===== config.mk =====
export PLATFORM = sky130hd
export DESIGN_NAME = cexp_reduce
export DESIGN_NICKNAME = d
export VERILOG_FILES = /design/src/sv/cexp_pkg.sv /design/src/sv/cexp_reduce.sv
export VERILOG_INCLUDE_DIRS = /design/src /design/src/sv
export SDC_FILE = /design/constraint.sdc
export NUM_CORES = 1
export LEC_CHECK = 0
export BUFFER_PORTS_ARGS = -buffer_cell sky130_fd_sc_hd__buf_2
export CORE_AREA = 2 2 216 218
export CTS_BUF_LIST = sky130_fd_sc_hd__clkbuf_8 sky130_fd_sc_hd__clkbuf_16
export CTS_CLUSTER_DIAMETER = 30
export DETAILED_ROUTE_END_ITERATION = 7
export DIE_AREA = 0 0 218 220
export PLACE_DENSITY_LB_ADDON = 0.15
export SYNTH_ARGS = -nofsm -noshare
export SYNTH_HDL_FRONTEND = slang
export SYNTH_SLANG_ARGS = --single-unit

===== constraint.sdc =====
create_clock -name i_clk -period 6.1 [get_ports i_clk]
set_input_delay 0.61 -clock i_clk [delete_from_list [all_inputs] [get_ports i_clk]]
set_output_delay 0.61 -clock i_clk [all_outputs]
set_load 0.01 [all_outputs]

===== src/sv/complex_exponential_unit_macros.svh =====
// ----------------------------------------------------------------------------
// complex_exponential_unit_macros.svh
// Assertion macros shared by the complex exponential unit modules.
// Each macro samples on i_clk and is disabled while i_rst_n is low.
// ----------------------------------------------------------------------------
`ifndef COMPLEX_EXPONENTIAL_UNIT_MACROS_SVH
`define COMPLEX_EXPONENTIAL_UNIT_MACROS_SVH

// Condition must hold at every clock edge out of reset
`define CEXP_ASSERT_ALWAYS(lbl, cond, msg) \
    lbl: assert property (@(posedge i_clk) disable iff (!i_rst_n) (cond)) else $error(msg);

// Consequent must hold in the same cycle as the antecedent
`define CEXP_ASSERT_IMPLY(lbl, ante, cons, msg) \
    lbl: assert property (@(posedge i_clk) disable iff (!i_rst_n) (ante) |-> (cons)) \
        else $error(msg);

// Consequent must hold in the cycle after the antecedent
`define CEXP_ASSERT_NEXT(lbl, ante, cons, msg) \
    lbl: assert property (@(posedge i_clk) disable iff (!i_rst_n) (ante) |=> (cons)) \
        else $error(msg);

`endif


===== src/sv/cexp_pkg.sv =====
// ----------------------------------------------------------------------------
// cexp_pkg
// Widths, constants, beat types and the arctangent table of the complex
// exponential unit.
// ----------------------------------------------------------------------------
package cexp_pkg;

    // Field widths
    localparam int ANGLE_W          = 32;
    localparam int OUT_W            = 32;
    localparam int ANGLE_FRAC_SHIFT = 24;   // Q8.24 to Q8.48

    // Rotation stage count, limited to the arctangent table
    localparam int ROTATION_STAGES  = 28;
    localparam int ATAN_LEN         = 32;
    localparam int ATAN_IDX_W       = $clog2(ATAN_LEN);
    localparam int CORDIC_STAGES    = (ROTATION_STAGES > ATAN_LEN) ? ATAN_LEN
                                                                    : ROTATION_STAGES;

    // Range reduction: offset angle held unsigned in Q48
    localparam int REM_W            = 57;
    localparam int REDUCE_STEPS     = 6;
    localparam logic [REM_W-1:0] TWO_PI_REM = REM_W'(64'h6487ED5110B46);
    // 21 turns lift the most negative angle to zero or above
    localparam logic [REM_W-1:0] REM_OFFSET = TWO_PI_REM * REM_W'(21);

    // Wrap to [-pi, pi) and round to Q30
    localparam int WRAP_W           = 52;
    localparam int ROUND_SHIFT      = 18;
    localparam int Z_W              = WRAP_W - ROUND_SHIFT;
    localparam logic signed [WRAP_W-1:0] PI_WRAP     = WRAP_W'(64'h3243F6A8885A3);
    localparam logic signed [WRAP_W-1:0] TWO_PI_WRAP = WRAP_W'(64'h6487ED5110B46);
    localparam logic signed [WRAP_W-1:0] HALF_WRAP   = WRAP_W'(1) << (ROUND_SHIFT - 1);
    localparam logic signed [Z_W-1:0]    PI_Z        = Z_W'(64'hC90FDAA2);
    localparam logic signed [Z_W-1:0]    HALF_PI_Z   = Z_W'(64'h6487ED51);

    // Rotation datapath with guard bits
    localparam int GUARD_BITS       = 10;
    localparam int X_W              = 44;
    localparam int RES_W            = X_W - GUARD_BITS;
    localparam logic signed [X_W-1:0]   X_INIT  = X_W'(64'h26DD3B6A) << GUARD_BITS;
    localparam logic signed [X_W-1:0]   X_HALF  = X_W'(1) << (GUARD_BITS - 1);
    localparam logic signed [RES_W-1:0] ONE_RES = RES_W'(64'h40000000);

    // atan(2^-i) in Q2.30
    localparam logic [31:0] ATAN_Q30 [ATAN_LEN] = '{
        32'h3243F6A8, 32'h1DAC6705, 32'h0FADBAFC, 32'h07F56EA6,
        32'h03FEAB76, 32'h01FFD55B, 32'h00FFFAAA, 32'h007FFF55,
        32'h003FFFEA, 32'h001FFFFD, 32'h000FFFFF, 32'h0007FFFF,
        32'h0003FFFF, 32'h0001FFFF, 32'h0000FFFF, 32'h00007FFF,
        32'h00003FFF, 32'h00001FFF, 32'h00000FFF, 32'h000007FF,
        32'h000003FF, 32'h000001FF, 32'h000000FF, 32'h0000007F,
        32'h0000003F, 32'h0000001F, 32'h0000000F, 32'h00000008,
        32'h00000004, 32'h00000002, 32'h00000001, 32'h00000000
    };

    // Folded angle beat into the rotation pipeline
    typedef struct packed {
        logic [Z_W-1:0] z;
        logic           flip;
    } t_rot_beat;

    // Rotated vector beat into the output stage
    typedef struct packed {
        logic [X_W-1:0] x;
        logic [X_W-1:0] y;
        logic           flip;
    } t_vec_beat;

endpackage


===== src/sv/cexp_reduce.sv =====
// ----------------------------------------------------------------------------
// cexp_reduce
// Range reduction pipeline: scale to Q48, reduce modulo two pi by one
// conditional subtract per stage, wrap to [-pi, pi), round to Q30 and fold
// into [-pi/2, pi/2].
// ----------------------------------------------------------------------------
`include "complex_exponential_unit_macros.svh"

module cexp_reduce (
    input  logic                                   i_clk,
    input  logic                                   i_rst_n,
    input  logic                                   i_valid,
    output logic                                   o_ready,
    input  logic signed [cexp_pkg::ANGLE_W-1:0]    i_angle,
    output logic                                   o_valid,
    input  logic                                   i_ready,
    output cexp_pkg::t_rot_beat                    o_beat
);
    import cexp_pkg::*;

    // offset stage, subtract stages, wrap stage, fold stage
    localparam int NSTG = REDUCE_STEPS + 3;
    localparam int WRAP_STG = NSTG - 2;
    localparam int FOLD_STG = NSTG - 1;

    logic [NSTG-1:0]           r_vld;
    logic [NSTG-1:0]           n_vld;
    logic [NSTG-1:0]           en;
    logic [REM_W-1:0]          r_rem [REDUCE_STEPS+1];
    logic [REM_W-1:0]          n_rem [REDUCE_STEPS+1];
    logic [REM_W:0]            diff  [REDUCE_STEPS];
    logic signed [WRAP_W-1:0]  wrap_in;
    logic signed [WRAP_W-1:0]  wrap_sh;
    logic signed [WRAP_W-1:0]  wrap_rnd;
    logic signed [Z_W-1:0]     r_zw;
    logic signed [Z_W-1:0]     n_zw;
    logic signed [Z_W-1:0]     r_fz;
    logic signed [Z_W-1:0]     n_fz;
    logic                      r_flip;
    logic                      n_flip;

    // Stage enables: a stage moves when empty or when the next one moves
    always_comb begin
        en[NSTG-1] = !r_vld[NSTG-1] || i_ready;
        for (int k = NSTG - 2; k >= 0; k--) begin
            en[k] = !r_vld[k] || en[k+1];
        end
    end

    assign o_ready = en[0];
    assign o_valid = r_vld[FOLD_STG];

    // Valid bits travel with the data
    always_comb begin
        n_vld[0] = i_valid;
        for (int k = 1; k < NSTG; k++) begin
            n_vld[k] = r_vld[k-1];
        end
    end

    always_ff @(posedge i_clk) begin
        if (!i_rst_n) begin
            r_vld <= '0;
        end else begin
            for (int k = 0; k < NSTG; k++) begin
                if (en[k]) begin
                    r_vld[k] <= n_vld[k];
                end
            end
        end
    end

    // Scale to Q48 and add whole turns so the value is never negative
    always_comb begin
        n_rem[0] = (REM_W'(i_angle) << ANGLE_FRAC_SHIFT) + REM_OFFSET;
        for (int j = 0; j < REDUCE_STEPS; j++) begin
            diff[j] = {1'b0, r_rem[j]} - {1'b0, TWO_PI_REM << (REDUCE_STEPS - 1 - j)};
            n_rem[j+1] = diff[j][REM_W] ? r_rem[j] : diff[j][REM_W-1:0];
        end
    end

    always_ff @(posedge i_clk) begin
        for (int j = 0; j <= REDUCE_STEPS; j++) begin
            if (en[j]) begin
                r_rem[j] <= n_rem[j];
            end
        end
    end

    // Wrap into [-pi, pi) and round half up to Q30
    always_comb begin
        wrap_in  = signed'(r_rem[REDUCE_STEPS][WRAP_W-1:0]);
        wrap_sh  = (wrap_in >= PI_WRAP) ? wrap_in - TWO_PI_WRAP : wrap_in;
        wrap_rnd = wrap_sh + HALF_WRAP;
        n_zw     = signed'(wrap_rnd[WRAP_W-1:ROUND_SHIFT]);
    end

    // Fold into [-pi/2, pi/2], flipping both outputs
    always_comb begin
        if (r_zw > HALF_PI_Z) begin
            n_fz   = r_zw - PI_Z;
            n_flip = 1'b1;
        end else if (r_zw < -HALF_PI_Z) begin
            n_fz   = r_zw + PI_Z;
            n_flip = 1'b1;
        end else begin
            n_fz   = r_zw;
            n_flip = 1'b0;
        end
    end

    always_ff @(posedge i_clk) begin
        if (en[WRAP_STG]) begin
            r_zw <= n_zw;
        end
        if (en[FOLD_STG]) begin
            r_fz   <= n_fz;
            r_flip <= n_flip;
        end
    end

    assign o_beat.z    = r_fz;
    assign o_beat.flip = r_flip;

    `CEXP_ASSERT_IMPLY(a_rem_bound, r_vld[REDUCE_STEPS], r_rem[REDUCE_STEPS] < TWO_PI_REM, "remainder not below two pi")
    `CEXP_ASSERT_IMPLY(a_wrap_bound, r_vld[WRAP_STG], (r_zw <= PI_Z) && (r_zw >= -PI_Z), "wrapped angle beyond pi")
    `CEXP_ASSERT_IMPLY(a_fold_bound, r_vld[FOLD_STG], (r_fz <= HALF_PI_Z) && (r_fz >= -HALF_PI_Z), "folded angle beyond half pi")

endmodule


==> results of run 1 <==
[flip-flops by register name (all words and copies together), names as in the netlist]
register,cells
r_vld,9
r_fz,34
r_flip,1
r_rem,330
r_zw,34
[through the flow]
stage / std cells / power (mW) / setup WS, ns / hold WS [ns]
CTS: 2868 / 16.45 / 1.429 / 0.1428
finish: 2868 / 16.34 / 1.469 / 0.1756
global placement: 2700 / 11.18 / 1.688 / 0.4161
floorplan: 2080 / 9.959 / 2.372 / 0.4003
detailed placement: 2700 / 11.30 / 1.486 / 0.4233
global route: 2868 / 17.43 / 0.9904 / 0.1667
[routing by layer]
layer	routed length, um	vias to the layer above	GRT usage, %
li1	-	7877	-
met1	16380	7272	18.64
met2	24340	322	37.37
met3	1656	101	3.602
met4	1310	0	8.844
met5	0	-	0
[logic make-up (layout without fill, tap and decap cells)]
| logic type | after synthesis | count (layout) | synth area share [%] |
|---|---|---|---|
| compound gates | 415 | 415 | 12.31 |
| xor+xnor | 345 | 345 | 13.43 |
| fa+ha+maj | 17 | 17 | 0.9300 |
| buf+inv | 143 | 324 | 2.546 |
| flops | 408 | 408 | 53.81 |
| mux | 15 | 15 | 0.6920 |
| simple gates | 737 | 737 | 16.29 |
[final cells by class]
| type | count | area (um2) |
|---|---|---|
| Sequential cell | 408 | 12160 |
| Inverter | 73 | 274.0 |
| Fill cell | 3772 | 19110 |
| Tap cell | 607 | 759.5 |
| Clock inverter | 79 | 1020 |
| Timing Repair Buffer | 83 | 442.9 |
| Clock buffer | 89 | 2227 |
| Multi-Input combinational cell | 1529 | 9872 |
[path summary, 6_finish.rpt]
check                       to  slack (ns)  depth (start not counted)
hold reg to reg   r_rem[1][24]        0.43                          0
hold / removal    r_rem[0][24]        0.18                          1
setup / recovery  r_rem[2][21]        1.47                         10
setup reg to reg  r_rem[2][21]        1.47                         10
[report_power, final]
| group | internal (mW) | switching [mW] | leakage (nW) | total, mW |
|---|---|---|---|---|
| clock network | 3.49 | 1.56 | 1.58 | 5.04 |
| logic | 2.28 | 2.79 | 4.32 | 5.07 |
| registers | 4.91 | 1.32 | 4.30 | 6.23 |
| total | 10.7 | 5.67 | 10.2 | 16.3 |
[placed cells by master, fill, tap and decap left out, drive strengths merged, types with 23 or more instances in the layout]
master and instances:
o21ai 86, nor2 201, inv 89, nand3 46, and3 27, o21a 24
a21oi 101, clkinv 34, nor4 34, clkbuf 89, xor2 156, and2 25
nand4 23, nand2 185, xnor2 188, nor3 63, edfxtp 399, a21o 27
buf 83
==> implementation parameters, run 1 <==
Parameter                              Value

CTS
  Worst skew pair latency ... 0.62 ns
  Number of cells upsized or downsized after cts ... 0
  Number of buffers inserted by hold repair at cts ... 0
  Clock tree buffer depth ... 3
  Number of clock buffers inserted by TritonCTS ... 89
  Clock-pin transition on the worst setup and hold timing paths ... 0.05 ns
  CTS Sinks ... 408
  H-tree levels ... 3
  Clock tree root driver cell ... sky130_fd_sc_hd__clkbuf_16
  Clock tree from TritonCTS ... yes
  Post-CTS Setup Bufs ... 0

Setup path
  Top delay family on crit path ... compound AO/OA/AOI/OAI gates
  Reg-to-Reg Start ... r_rem[1][27]
  Delay of the slowest critical-path stage ... 0.78 ns
  Worst path required time ... 6.46 ns
  CP cell instances ... o41a_1 -> o21a_1 -> o21a_1 -> o21a_1 -> a21oi_1 -> nor2_1 -> o311ai_0 -> nand2_1 -> inv_1 -> ha_1
  CP Launch Type ... flop
  Max FO, Critical Path ... 23
  Top cell by count, worst path ... sky130_fd_sc_hd__o21a_1
  CP Data Arrival Time ... 4.99 ns
  Origin of the worst setup path ... r_rem[1][27]
  Worst path slowest cell ... sky130_fd_sc_hd__inv_1
  Kind of end point of the critical path ... flop
  Count of buffer and inverter cells on the critical path ... 1
  Critical path class ... reg -> reg

Synthesis
  Sequential element share of the synthesized area ... 53.81%
  Yosys top cell by area ... sky130_fd_sc_hd__edfxtp_1
  Most numerous cell in the Yosys netlist ... sky130_fd_sc_hd__edfxtp_1
  Syn avg cell area ... 10.87 um2
  Net Count, Synth ... 2132
  Warnings, synthesis ... 0
  Distinct cell type count after synthesis ... 91
  Area share of the largest cell type after synthesis ... 53.01%
  Number of enable flip-flop cells after synthesis ... 399
  Primary flip-flop cell chosen by synthesis mapping ... sky130_fd_sc_hd__edfxtp_1
  Number of register bits inferred by synthesis ... 408
  Synth Cell Area ... 22600 um2
  Post-Synthesis Cells ... 2080
  Top cells by instance count after synthesis ... sky130_fd_sc_hd__edfxtp_1, sky130_fd_sc_hd__nor2_1, sky130_fd_sc_hd__xnor2_1
  Fraction of registers with async set/reset ... 0%
  Synth top area cells ... sky130_fd_sc_hd__edfxtp_1, sky130_fd_sc_hd__xnor2_1, sky130_fd_sc_hd__xor2_1

Timing
  Crit path time final ... 4.631 ns
  Worst Tran Pin Value ... 1.219 ns
  Setup TNS after final layout ... 0 ns
  Peak clock frequency supported by timing ... 215.9 MHz
  Final number of setup-violating endpoints ... 0
  Clk_skew ... 0.01865 ns
  Rel. slew slack ... 18.58%
  Setup repair after global routing missed its margin ... false
  Final hold violations ... 0
  Share of the clock period used by the worst path after layout ... 75.92%
  Fin. max-slew vios ... 0

Routing
  Detailed-router iteration count before antenna repair ... 5
  Post-DR wirelength/cell ... 15.23 um
  Overall routed net length ... 43680 um
  Number of DRC violations after detailed routing ... 0
  Total vias in the final route ... 15.57k
  First-iteration detailed-routing DRC count ... 766
  Via/cell ratio ... 5.430
  Routed Antenna Nets ... 0

Global route
  Number of global-route vias before repair ... 15.73k
  Sum of overflow across all layers after global routing ... 0
  Largest net degree at the start of global routing ... 56
  Global-route wire length before repair ... 73690 um
  Global Route Usage Sum ... 18.85%
  Antenna violations before repair ... 0

Finish
  Fraction of final layout cells sized beyond drive strength 1 ... 13.00%
  Ant. Diodes ... 0
  P&R area growth vs syn ... 18.38%
  Post-route cell area ... 26760 um2
  Util after Layout ... 58.34%
  NumNets Final ... 2236

Floorplan
  Area of the core ... 45860 um2
  Die Span X ... 218 um
  Standard-cell rows ... 79
  Die height ... 220 um
  Starting density of the core ... 49.28%
  Total die area ... 47960 um2
  Top Ports ... 73

Power
  Worst ir drop on vdd ... 0.3555 mV
  Cell area power density ... 610.7 nW/um2
  Leak Pwr ... 10.21 nW

Run status
  Run status ... complete, no violations

Place
  Last weighted congestion value of the routability-driven placer ... 0.8704
  Post-DP HPWL ... 32280 um
  I/O Buffers ... 72
  Placed inst area ... 23510 um2

Run
  Max Cap Violations ... 0

Hold path
  Class of the most critical hold timing path ... in -> reg
  Worst Hold Launch ... i_angle[0]
No activity file was read; power rests on OpenSTA's default activity.
==> run 2, diff against run 1 <==
Settings changed: ABC_AREA from default to 1, CORE_AREA 2 2 216 218 to 2 2 242 244, DIE_AREA 0 0 218 220 to 0 0 244 246.
Clock period 6.1 ns to 4.3 ns, I/O delays scaled along.
==> run 2 against run 1 <==
Compared with the run above: critical path type is now reg -> out; synthesized area rose by 26%; routed wire length is 75% higher; via count increased by 60%; sequential power grew 41%; non-clock buffer count rose by 24; design area up 24%; total power rose by 73%; final cell count rose by 68%; largest cell class is now multi-input combinational cells; combinational power rose by 140%; clock power is 47% higher; flip-flop and latch count did not move.
==> implementation parameters, run 2 <==
Parameter                              Value

Place
  Cells after DPL ... 4625
  Last weighted congestion value of the routability-driven placer ... 1.015
  I/O Buffers ... 72
  Post-DP HPWL ... 60890 um

Finish
  Number of flip-flops in the largest register ... 330
  Leading cell types in the layout, fill and taps excluded ... sky130_fd_sc_hd__nand2_1, sky130_fd_sc_hd__inv_1, sky130_fd_sc_hd__nor2_1, sky130_fd_sc_hd__edfxtp_1, sky130_fd_sc_hd__xor2_1
  NumNets Final ... 4014
  Ant. Diodes ... 0
  Fraction of final layout cells sized beyond drive strength 1 ... 8.401%
  Non-filler instance count after layout ... 4812
  Largest regs ... r_rem x330, r_fz x34, r_zw x34
  Register ranked first by flip-flop count ... r_rem
  Leading cell type in the layout, fill and taps excluded ... sky130_fd_sc_hd__nand2_1
  P&R area growth vs syn ... 16.39%

Synthesis
  Warnings, synthesis ... 0
  Post-Synthesis Cells ... 3818
  Area share of the largest cell type after synthesis ... 42.04%
  Fraction of registers with async set/reset ... 0%
  Top cells by instance count after synthesis ... sky130_fd_sc_hd__nand2_1, sky130_fd_sc_hd__inv_1, sky130_fd_sc_hd__nor2_1
  Sequential element share of the synthesized area ... 42.67%
  Synth top area cells ... sky130_fd_sc_hd__edfxtp_1, sky130_fd_sc_hd__nand2_1, sky130_fd_sc_hd__xor2_1
  Number of register bits inferred by synthesis ... 408
  Syn avg cell area ... 7.465 um2
  Number of enable flip-flop cells after synthesis ... 399
  Net Count, Synth ... 3870
  Primary flip-flop cell chosen by synthesis mapping ... sky130_fd_sc_hd__edfxtp_1
  Most numerous cell in the Yosys netlist ... sky130_fd_sc_hd__nand2_1
  Distinct cell type count after synthesis ... 58
  Yosys top cell by area ... sky130_fd_sc_hd__edfxtp_1
  Synth Cell Area ... 28500 um2

Setup path
  Delay of the slowest critical-path stage ... 0.32 ns
  CP cell instances ... inv_1 -> nor2_1 -> inv_1 -> nor2_1 -> inv_1 -> nor2_1 -> inv_2 -> nor2_1 -> clkinvlp_4 -> nor2_1 -> clkinvlp_4 -> nor2_1 -> clkinvlp_4 -> nor2_1 -> inv_2 -> nor2_1 -> nand2_2 -> buf_4 -> buf_2
  Reg-to-Reg End ... r_zw[29]
  Critical path class ... reg -> out
  Kind of end point of the critical path ... output pin
  Max FO, Critical Path ... 35
  Worst path required time ... 3.87 ns
  FF-to-FF setup slack ... 0.71 ns
  Reg2Reg Depth ... 20
  Reg-to-Reg Start ... r_rem[6][13]
  Top cell by count, worst path ... sky130_fd_sc_hd__nor2_1
  Worst path slowest cell ... sky130_fd_sc_hd__dfxtp_1
  CP Launch Type ... flop
  CP Data Arrival Time ... 3.21 ns

Global route
  Sum of overflow across all layers after global routing ... 0
  Global Route Usage Sum ... 25.70%
  Number of global-route vias before repair ... 24.65k
  Antenna violations before repair ... 0
  Global-route wire length before repair ... 123000 um
  Largest net degree at the start of global routing ... 57

Routing
  Post-DR wirelength/cell ... 15.92 um
  Overall routed net length ... 76630 um
  Detailed-router iteration count before antenna repair ... 5
  Total vias in the final route ... 24.93k
  Routed Antenna Nets ... 0
  Via/cell ratio ... 5.180
  Number of DRC violations after detailed routing ... 0
  First-iteration detailed-routing DRC count ... 1486

Floorplan
  Die Span X ... 244 um
  Starting density of the core ... 49.68%
  Total die area ... 60020 um2
  Standard-cell rows ... 88
  Area of the core ... 57370 um2
  Top Ports ... 73
  Die height ... 246 um

Timing
  Setup TNS after final layout ... 0 ns
  Clk_skew ... 0.03344 ns
  Peak clock frequency supported by timing ... 274.7 MHz
  Final hold violations ... 0
  Fin. max-slew vios ... 0
  Final number of setup-violating endpoints ... 0
  Rel. slew slack ... 23.31%
  Setup repair after global routing missed its margin ... false
  Crit path time final ... 3.640 ns
  Share of the clock period used by the worst path after layout ... 84.65%
  Worst Tran Pin Value ... 1.146 ns

CTS
  Number of clock buffers inserted by TritonCTS ... 99
  Post-CTS Setup Bufs ... 0
  H-tree levels ... 3
  Clock tree buffer depth ... 3
  Clock-pin transition on the worst setup and hold timing paths ... 0.04 ns
  CTS Sinks ... 408
  Worst skew pair latency ... 0.63 ns
  Clock tree from TritonCTS ... yes
  Clock tree root driver cell ... sky130_fd_sc_hd__clkbuf_16

Run status
  Run status ... complete, no violations

Hold path
  Class of the most critical hold timing path ... in -> reg
  End point of the most critical hold path ... r_vld[0]
  Worst Hold Launch ... i_valid
  Worst Hold Path Cells ... 3

Power
  Overall power consumption ... 28.24 mW
  Cell area power density ... 851.5 nW/um2
  Leak Pwr ... 14.97 nW
  Worst ir drop on vdd ... 0.4639 mV

Run
  Max Cap Violations ... 0
run 2: cell count changes in the layout (fill, tap and decap cells not counted), sizes merged, moves of 32 or more:
cell	delta
xor2	+91
nand2	+837
nor3	+32
inv	+501
xnor2	-113
nor2	+337
nand3	+190
o21ai	+88
a21oi	+56
run 2: area by class of cell:
type                       count  area (um2)
clock buffer                 103        2544
clock inverter                83       860.8
timing repair buffer         107       638.1
fill                        5353       24190
inverter                     577        2177
tap                          765       957.2
multi-input combinational   2769       13830
sequential                   408       12160
run 2: through the flow:
stage / cell area, um2 / hold WS (ns) / utilization, % / setup slack, ns
after floorplan: 28510 / 0.4003 / - / -3.793
after detailed placement: 29760 / 0.4045 / 51.87 / 0.7642
after global placement: 29760 / 0.4024 / 51.87 / 0.7177
after global routing: 33170 / 0.04476 / 57.82 / 0.2532
final: 33170 / 0.03971 / 57.82 / 0.6599
after CTS: 33170 / 0.007154 / 57.82 / 0.5778
run 2: routing by layer:
| layer | wire [um] | up-vias | track usage, % |
|---|---|---|---|
| met4 | 4153 | 0 | 14.74 |
| met3 | 3125 | 217 | 3.377 |
| li1 | - | 12714 | - |
| met5 | 0 | - | 0 |
| met2 | 39690 | 643 | 48.36 |
| met1 | 29660 | 11353 | 27.55 |
run 2: where the power goes:
| part | total [mW] | switching [mW] | internal (mW) |
|---|---|---|---|
| Combinational | 12.0 | 8.10 | 3.91 |
| Sequential | 8.80 | 1.79 | 7.00 |
| Clock | 7.43 | 2.33 | 5.10 |
| Total | 28.2 | 12.2 | 16.0 |
run 2: worst max-delay path by stage:
stage	start	endpoint	slack, ns
final	r_vld[8]	o_ready	0.66
after global routing	r_vld[8]	o_ready	0.25
after CTS	r_vld[8]	o_ready	0.58
after detailed placement	r_rem[6][13]	r_zw[29]	0.76
after global placement	r_rem[6][39]	r_zw[29]	0.72
after floorplan	i_ready	r_rem[1][10]	-3.79
run 2: timing repair:
action,4_1_cts,5_1_grt
gates resized for setup,0,0
endpoints found under the hold margin,1,0
hold buffers,1,0
run 2: cell families after synthesis:
group,Yosys count,share of synthesized area (%)
and+or+nand+nor,2001,29.37
adders and majority gates,16,0.7024
buffers and inverters,641,8.802
xor gates and xnor gates,322,9.895
DFF,408,42.67
AOI/OAI and AO/OA,430,8.557
run 2: critical path: cells and delay by family (launching register included):
kind	cells	cell delay (ns)
buf+inv	10	1.08
flops	1	0.32
simple gates	9	1.18
==> run 3, diff against run 2 <==
Clock period 4.3 ns to 3.79 ns, I/O delays scaled along.
==> run 3 against run 2 <==
Compared with the run above: final cell count about the same; hold slack about the same; design area decreased by 0.28%; register-to-register slack got worse by 0.22 ns; total power increased by 11%; core utilization decreased by 0.16 points; global-route usage decreased by 0.59 points; critical endpoint unchanged; largest cell class unchanged.
==> implementation parameters, run 3 (synthesis gave the netlist of run 2 again) <==
Parameter                              Value

Power
  Net switching power figure ... 13.66 mW
  Cell area power density ... 951.2 nW/um2
  Sequential group share of total power ... 31.8%
  Clock power frac ... 25.5%
  Net switching fraction of the power ... 43.40%
  Int Pwr ... 17.81 mW
  Leak Pwr ... 14.93 nW
  Worst ir drop on vdd ... 0.4368 mV
  Combinational fraction of design power ... 42.8%

Timing
  Setup repair after global routing missed its margin ... false
  Worst Tran Pin Value ... 0.8053 ns
  Crit path time final ... 3.369 ns
  Rel. slew slack ... 45.82%
  Final number of setup-violating endpoints ... 0
  Share of the clock period used by the worst path after layout ... 88.89%
  Clk_skew ... 0.02716 ns
  Worst-case setup margin in the final layout ... 0.4211 ns
  Peak clock frequency supported by timing ... 296.8 MHz
  Setup TNS after final layout ... 0 ns
  Final hold violations ... 0
  Fin. max-slew vios ... 0

Routing
  Total vias in the final route ... 24.87k
  First-iteration detailed-routing DRC count ... 1444
  Overall routed net length ... 74250 um
  Number of DRC violations after detailed routing ... 0
  Via/cell ratio ... 5.165
  Routed Antenna Nets ... 0
  Post-DR wirelength/cell ... 15.42 um
  Detailed-router iteration count before antenna repair ... 8

Floorplan
  Area of the core ... 57370 um2
  Die Span X ... 244 um
  Standard-cell rows ... 88
  Die height ... 246 um
  Total die area ... 60020 um2
  Top Ports ... 73
  Starting density of the core ... 49.68%

Run
  Max Cap Violations ... 0

Global route
  Global Route Usage Sum ... 25.11%
  Global-route wire length before repair ... 120900 um
  Sum of overflow across all layers after global routing ... 0
  Largest net degree at the start of global routing ... 57
  Antenna violations before repair ... 0
  Number of global-route vias before repair ... 24.76k

Finish
  Register ranked first by flip-flop count ... r_rem
  Area occupied by registers ... 12160 um2
  Largest regs ... r_rem x330, r_fz x34, r_zw x34
  P&R area growth vs syn ... 16.06%
  Ant. Diodes ... 0
  Leading cell types in the layout, fill and taps excluded ... sky130_fd_sc_hd__nand2_1, sky130_fd_sc_hd__inv_1, sky130_fd_sc_hd__nor2_1, sky130_fd_sc_hd__edfxtp_1, sky130_fd_sc_hd__xor2_1
  Fill cell instance count of the final layout ... 5331
  Fraction of final layout cells sized beyond drive strength 1 ... 8.370%
  Number of flip-flops in the largest register ... 330
  Util after Layout ... 57.66%
  Non-filler instance count after layout ... 4815
  NumNets Final ... 4020
  Leading cell type in the layout, fill and taps excluded ... sky130_fd_sc_hd__nand2_1
  Post-route cell area ... 33080 um2
  Multi-input combinational cell area ... 13830 um2

Setup path
  CP Data Arrival Time ... 2.99 ns
  CP Launch Type ... flop
  Worst path required time ... 3.41 ns
  Kind of end point of the critical path ... output pin
  Max FO, Critical Path ... 3
  Critical path class ... reg -> out

Place
  Last weighted congestion value of the routability-driven placer ... 0.9773
  I/O Buffers ... 72
  Post-DP HPWL ... 58920 um
  Post-place setup slack ... 0.4813 ns
  Placed inst area ... 29810 um2
  Cells after DPL ... 4631

CTS
  CTS Sinks ... 408
  Clock tree root driver cell ... sky130_fd_sc_hd__clkbuf_16
  Clock-pin transition on the worst setup and hold timing paths ... 0.04 ns
  H-tree levels ... 3
  Worst skew pair latency ... 0.64 ns
  Number of clock buffers inserted by TritonCTS ... 97
  Number of cells upsized or downsized after cts ... 0
  Post-CTS Setup Bufs ... 0
  Clock tree buffer depth ... 3
  Clock tree from TritonCTS ... yes

Hold path
  Class of the most critical hold timing path ... in -> reg

Run status
  Run status ... complete, no violations
==> run 3: cell count changes in the layout (fill, tap and decap cells not counted) <==
cell	delta
sky130_fd_sc_hd__bufinv_16	-4
sky130_fd_sc_hd__clkinv_4	+1
sky130_fd_sc_hd__buf_4	+5
sky130_fd_sc_hd__clkinvlp_4	-1
sky130_fd_sc_hd__buf_12	+1
sky130_fd_sc_hd__inv_6	-1
sky130_fd_sc_hd__clkbuf_16	-2
sky130_fd_sc_hd__dlygate4sd3_1	+2
sky130_fd_sc_hd__clkinv_8	+1
sky130_fd_sc_hd__clkinv_1	+2
sky130_fd_sc_hd__clkinv_2	+1
sky130_fd_sc_hd__clkbuf_8	-3
sky130_fd_sc_hd__inv_16	+1
==> run 3: critical path, stage by stage, from the launching register on <==
cell and delay [ns]:
sky130_fd_sc_hd__dfxtp_1 0.32, sky130_fd_sc_hd__inv_1 0.04, sky130_fd_sc_hd__nor2_1 0.08, sky130_fd_sc_hd__inv_1 0.06, sky130_fd_sc_hd__nor2_1 0.08, sky130_fd_sc_hd__inv_1 0.05
sky130_fd_sc_hd__nor2_1 0.11, sky130_fd_sc_hd__inv_2 0.05, sky130_fd_sc_hd__nor2_1 0.17, sky130_fd_sc_hd__clkinvlp_4 0.12, sky130_fd_sc_hd__nor2_1 0.18, sky130_fd_sc_hd__clkinvlp_4 0.12
sky130_fd_sc_hd__nor2_1 0.19, sky130_fd_sc_hd__clkinvlp_4 0.13, sky130_fd_sc_hd__nor2_1 0.14, sky130_fd_sc_hd__inv_2 0.05, sky130_fd_sc_hd__nor2_1 0.20, sky130_fd_sc_hd__nand2_2 0.11
sky130_fd_sc_hd__buf_2 0.16
==> run 3: metal layers <==
metal	up-vias	track usage (%)	wire [um]
li1	12745	-	-
met1	11275	26.84	28740
met2	644	47.28	38430
met3	204	3.464	3261
met4	0	14.26	3824
met5	-	0	0
==> run 3: area by class of cell <==
| cell class | instances | share of cell area [%] |
|---|---|---|
| Inverter | 577 | 6.582 |
| Multi-Input combinational cell | 2769 | 41.82 |
| Tap cell | 765 | 2.894 |
| Sequential cell | 408 | 36.77 |
| Clock inverter | 83 | 2.364 |
| Clock buffer | 98 | 7.414 |
| Timing Repair Buffer | 115 | 2.164 |
==> run 3: repair_timing <==
| action | in CTS | in global routing |
|---|---|---|
| hold endpoints to repair | 3 | 0 |
| hold buffers | 3 | 0 |
| endpoints found under the setup margin | 0 | 0 |
==> run 3: power by group through the flow <==
stage / Combinational (mW) / Sequential, mW / Clock, mW
after floorplan: 10.0 / 9.25 / 0
after global placement: 13.3 / 10.0 / 0
after detailed placement: 13.3 / 10.0 / 0
after CTS: 13.4 / 9.96 / 8.15
after global routing: 15.2 / 10.3 / 8.41
final: 13.5 / 10.0 / 8.01
==> run 3: worst paths after layout <==
path	end	cells past startpoint	slack, ns	start
hold / removal	r_rem[0][34]	3	0.04	i_angle[10]
setup reg to reg	r_zw[23]	17	0.49	r_rem[6][43]
setup / recovery	o_ready	18	0.42	r_vld[8]
hold reg to reg	r_rem[2][9]	0	0.42	r_rem[1][9]
==> run 3: metrics by stage <==
stage,hold WS [ns],power [mW]
final,0.03944,31.46
after global routing,0.05496,33.87
after CTS,0.01010,31.49
after detailed placement,0.4054,23.31
after global placement,0.4040,23.30
after floorplan,0.4003,19.30
